## src/rtl/sac_pkg.sv

```systemverilog
package sac_pkg;

    localparam int CFG_IDX_W  = 2;
    localparam int CFG_DATA_W = 5;

    localparam logic [CFG_IDX_W-1:0] REG_OFFSET_BITS = 2'd0;
    localparam logic [CFG_IDX_W-1:0] REG_SET_BITS    = 2'd1;
    localparam logic [CFG_IDX_W-1:0] REG_WAYS_IN_USE = 2'd2;
    localparam logic [CFG_IDX_W-1:0] REG_USE_LRU     = 2'd3;

    localparam logic [4:0] OFFSET_BITS_RST = 5'd6;
    localparam logic [3:0] SET_BITS_RST    = 4'd0;
    localparam logic [3:0] WAYS_IN_USE_RST = 4'd1;
    localparam logic       USE_LRU_RST     = 1'b0;

    typedef enum logic [2:0] {
        ST_IDLE,
        ST_PLAIN,
        ST_PREF,
        ST_NREAD,
        ST_NEXT
    } sac_state_t;

endpackage

```

## src/rtl/sac_set_unit.sv

```systemverilog
module sac_set_unit
    import sac_pkg::*;
#(
    parameter int WAYS      = 8,
    parameter int ADDR_BITS = 48,
    parameter int RANK_W    = 3,
    parameter int WAY_W     = 3,
    parameter int CNT_W     = 4,
    parameter int ROW_W     = 416
)
(
    input  logic [ROW_W-1:0]     row_in,
    input  logic                 row_ok,
    input  logic [ADDR_BITS-1:0] key,
    input  logic                 promote_en,
    input  logic [CNT_W-1:0]     ways,
    output logic                 hit,
    output logic [ROW_W-1:0]     row_out
);

    localparam int RK_OFS = WAYS;
    localparam int TG_OFS = WAYS + WAYS * RANK_W;

    logic [WAYS-1:0]           v;
    logic [RANK_W-1:0]         rk [WAYS];
    logic [ADDR_BITS-1:0]      tg [WAYS];
    logic [WAYS-1:0]           v_new;
    logic [RANK_W-1:0]         rk_new [WAYS];
    logic [ADDR_BITS-1:0]      tg_new [WAYS];
    logic [WAY_W-1:0]          hit_way;
    logic [WAY_W-1:0]          oldest;
    logic [WAY_W-1:0]          slot;
    logic                      found;
    logic                      slot_found;
    logic [CNT_W-1:0]          count;
    logic [RANK_W-1:0]         hit_rank;
    logic [WAYS-1:0]           v_kept;

    always_comb
    begin
        hit        = 1'b0;
        hit_way    = '0;
        oldest     = '0;
        found      = 1'b0;
        count      = '0;
        slot       = '0;
        slot_found = 1'b0;
        for (int w = 0; w < WAYS; w++)
        begin
            v[w]  = row_ok & row_in[w];
            rk[w] = row_ok ? row_in[RK_OFS + w*RANK_W +: RANK_W] : '0;
            tg[w] = row_in[TG_OFS + w*ADDR_BITS +: ADDR_BITS];
        end
        for (int w = WAYS - 1; w >= 0; w--)
        begin
            if (v[w] && tg[w] == key)
            begin
                hit     = 1'b1;
                hit_way = WAY_W'(w);
            end
        end
        hit_rank = rk[hit_way];
        for (int w = 0; w < WAYS; w++)
        begin
            if (v[w])
            begin
                count = count + CNT_W'(1);
                if (!found || rk[w] > rk[oldest])
                begin
                    oldest = WAY_W'(w);
                    found  = 1'b1;
                end
            end
        end
        v_kept = v;
        if (found && count >= ways)
        begin
            v_kept[oldest] = 1'b0;
        end
        for (int w = WAYS - 1; w >= 0; w--)
        begin
            if (!v_kept[w])
            begin
                slot       = WAY_W'(w);
                slot_found = 1'b1;
            end
        end
        v_new = v;
        for (int w = 0; w < WAYS; w++)
        begin
            rk_new[w] = rk[w];
            tg_new[w] = tg[w];
        end
        if (hit)
        begin
            if (promote_en)
            begin
                for (int w = 0; w < WAYS; w++)
                begin
                    if (v[w] && rk[w] < hit_rank)
                    begin
                        rk_new[w] = rk[w] + RANK_W'(1);
                    end
                end
                rk_new[hit_way] = '0;
            end
        end
        else
        begin
            v_new = v_kept;
            for (int w = 0; w < WAYS; w++)
            begin
                if (v_kept[w])
                begin
                    rk_new[w] = rk[w] + RANK_W'(1);
                end
            end
            if (slot_found)
            begin
                v_new[slot]  = 1'b1;
                tg_new[slot] = key;
                rk_new[slot] = '0;
            end
        end
        row_out = '0;
        row_out[WAYS-1:0] = v_new;
        for (int w = 0; w < WAYS; w++)
        begin
            row_out[RK_OFS + w*RANK_W +: RANK_W]     = rk_new[w];
            row_out[TG_OFS + w*ADDR_BITS +: ADDR_BITS] = tg_new[w];
        end
    end

endmodule

```

## config.mk

```make
export PLATFORM = sky130hd
export DESIGN_NAME = sac_set_unit
export DESIGN_NICKNAME = d
export VERILOG_FILES = /design/src/rtl/sac_pkg.sv /design/src/rtl/sac_set_unit.sv
export SDC_FILE = /design/constraint.sdc
export NUM_CORES = 1
export LEC_CHECK = 0
export BUFFER_PORTS_ARGS = -buffer_cell sky130_fd_sc_hd__buf_2
export CORE_AREA = 2 2 344 346
export DETAILED_ROUTE_END_ITERATION = 16
export DIE_AREA = 0 0 346 348
export PLACE_DENSITY = 0.37
export REMOVE_ABC_BUFFERS = 1
export SLEW_MARGIN = 20
export SYNTH_ARGS = -nofsm -noshare
export SYNTH_HDL_FRONTEND = slang
export SYNTH_SLANG_ARGS = --single-unit
```

## constraint.sdc

```tcl
create_clock -name vclk -period 23.1
set_clock_uncertainty 0.05 [all_clocks]
set_input_delay 1.155 -clock vclk [all_inputs]
set_output_delay 1.155 -clock vclk [all_outputs]
set_load 0.01 [all_outputs]
```

==> reports/qor_table.md <==
| Item | This run | Unit |
|:---|:---|:---|
| Chip width | 346 | microns |
| Slowest cell on crit path | sky130_fd_sc_hd__a221oi_2 | - |
| Net count reported at finish | 3,363 | - |
| Worst EP arrival | 17,030 | ps |
| PostCTS Resize Cnt | 0 | - |
| Hold path startpoint | row_in[282] | - |
| Count of input and output buffers | 887 | - |
| Max transition margin | 18.16 | % |
| Post-detailed-route DRC marker count | 0 | - |
| Cell depth of the worst hold path | 4 | - |
| Share of power burned in registers | 0 | % |
| Max-Cap Viols | 0 | - |
| Inst Count DP | 4,373 | - |
| Setup Fix Bufs, Post-CTS | 0 | - |
| Clock buf count | 0 | - |
| Hold buffer count at cts | 0 | - |
| Via count normalized by instance count | 4.885 | - |
| Clock network fraction of design power | 0 | % |
| Yosys cell types | 99 | - |
| Worst IR drop on VDD | 0.02093 | mV |
| Outcome | completed | - |
| Count of final max-slew check failures | 0 | - |
| Number of warnings printed during yosys synthesis | 0 | - |
| Global-route wire length before repair | 213,100 | microns |
| P_sw | 0.3683 | mW |
| Commonest cells after routing, fill and taps aside | sky130_fd_sc_hd__buf_2 (887), sky130_fd_sc_hd__mux2_2 (355), sky130_fd_sc_hd__xnor2_1 (235), sky130_fd_sc_hd__nand2_1 (178), sky130_fd_sc_hd__xor2_1 (123) | - |
| Worst slack after detailed placement | 5044 | ps |
| Fraction of final layout cells with drive strength greater than 1 | 47.97 | % |
| Setup total negative slack | 0 | ps |
| Cell-internal power | 0.1909 | mW |
| Number of cell rows | 126 | - |
| I/O pin count | 887 | - |
| Share of the yosys chip area belonging to registers | 0 | % |
| Maximum operating frequency | 0.05484 | GHz |
| Pin count of the biggest net entering global routing | 56 | - |
| Share of power burned in combinational logic | 100.0 | % |
| Part of the cycle the worst path needs | 78.94 | % |
| Synthesized area | 15,190 | sq um |
| Critical setup path kind | input pin to primary output | - |
| Worst path most repeated cell | sky130_fd_sc_hd__o21ai_0 | - |
| Number of fill cells in the layout | 13,620 | - |
| Tmin final | 18,230 | ps |
| Slack of the critical path | 4865 | ps |
| Share of total power consumed by net switching | 65.86 | % |
| Placer's final routability congestion estimate | 0.9715 | - |
| Final hold vios | 0 | - |
| Sequential cells | 0 | - |
| Path class of the lowest-slack min-delay path | input pin to primary output | - |
| Worst hold-check slack | 2596 | ps |
| Number of failing setup endpoints in the final timing report | 0 | - |
| Routed wire length | 169,900 | microns |
| Average detailed-routed wire length per instance | 38.56 | microns |
| Pre-Repair DR Iteration Count | 5 | - |
| Worst-Margin Slew | 1225 | ps |
| Commonest non-fill, non-tap cell in the layout | sky130_fd_sc_hd__buf_2 | - |
| Worst endpoint required time | 21,900 | ps |
| Worst-path maximum fanout | 48 | - |
| Number of global-route vias before repair | 20,770 | - |
| Unrepaired setup endpoints after global routing | false | - |
| Number of DRC markers after the initial detailed-route iteration | 2,364 | - |
| Placeable core area | 117,000 | sq um |
| Vias | 21,530 | - |
| Synthesized instance count | 2,048 | - |
| Register area | 0 | sq um |
| Critical path launch point | row_ok | - |
| Max incr delay on CP | 740 | ps |
| Power density relative to cell area | 26.22 | nW/um^2 |
| Starting density of the core | 12.99 | % |
| Half-perimeter wire length after placement | 141,000 | microns |
| Leak Pwr | 8.930 | nW |
| Antenna Violating Nets Remaining | 0 | - |
| Die Y | 348 | microns |
| Hold EP | row_out[282] | - |
| Die area | 120,400 | sq um |
| Utilization after layout | 18.23 | % |
| Type of origin of the critical path | input pin | - |
| Final cell count without fillers | 4,407 | - |
| Total track usage | 26.69 | % |
| Sum of overflow across all layers after global routing | 0 | - |
| Kind of capture point of the worst setup path | primary output | - |
| Syn Area/Cell | 7.419 | sq um |
| Relative area change from synthesis to final layout | 40.38 | % |
| Antenna violations before repair | 104 | - |
## power groups by stage
| stage | clock network [mW] | logic [mW] | registers, mW |
|---|---|---|---|
| after floorplan | 0 | 0.244 | 0 |
| after global placement | 0 | 0.551 | 0 |
| after detailed placement | 0 | 0.550 | 0 |
| after CTS | 0 | 0.552 | 0 |
| after global routing | 0.0000000410 | 0.584 | 0 |
| final | 0.0000000626 | 0.559 | 0 |
## synth_stat cells (all sizes together), types with 40 or more instances
cell type / number / area, sq um
mux2: 360 / 4054
xnor2: 235 / 2058
nand2: 181 / 684.4
xor2: 123 / 1077
nand4: 109 / 681.9
buf: 99 / 633.1
o21ai: 96 / 484.2
nor4: 84 / 531.8
nor2: 78 / 312.8
clkbuf: 71 / 266.5
nor2b: 68 / 425.4
a21oi: 54 / 296.5
ha: 54 / 675.7
inv: 52 / 195.2
nor3: 46 / 235.2
nand3: 42 / 215.2
nand2b: 40 / 250.2
## worst max-delay path by stage
stage,to,cells after the start
final,row_out[5],66
after CTS,row_out[5],65
after detailed placement,row_out[5],66
after global placement,row_out[5],64
after global routing,row_out[5],66
after floorplan,row_out[274],60
## stage by stage
stage / cell area, sq um / power [mW]
global placement: 21240 / 0.5512
global route: 21260 / 0.5843
CTS: 21250 / 0.5520
detailed placement: 21250 / 0.5495
floorplan: 14300 / 0.2444
finish: 21330 / 0.5592
## cell families after synthesis
kind of cell,synth area share (%)
and+or+nand+nor,26.96
AOI/OAI and AO/OA,13.13
muxes,27.54
buffers and inverters,7.230
adders and majority gates,4.513
xor gates and xnor gates,20.64
## final cells by class
cell class | count | area [sq um] | area share [%]
inverter | 53 | 198.9 | 0.9327
tap | 1536 | 1922 | 9.010
antenna | 34 | 85.08 | 0.3989
multi-input combinational | 1825 | 14140 | 66.31
timing repair buffer | 959 | 4980 | 23.35
## worst max-delay path: cells and delay by family
| kind | cells | cell delay (ps) |
|---|---|---|
| AND/OR/NAND/NOR | 19 | 4440 |
| buffers and inverters | 4 | 1340 |
| adder cells (fa/ha/maj) | 7 | 2250 |
| multiplexers | 1 | 160 |
| AO/OA/AOI/OAI | 35 | 7620 |
## per-layer routing
layer	vias to the layer above	routed length, microns	track usage (%)
li1	9089	-	-
met1	10640	73090	34.56
met2	1363	72590	41.03
met3	354	16490	8.868
met4	76	7285	9.491
met5	-	484	0
Note: power is estimated with default switching activity, not from simulation.
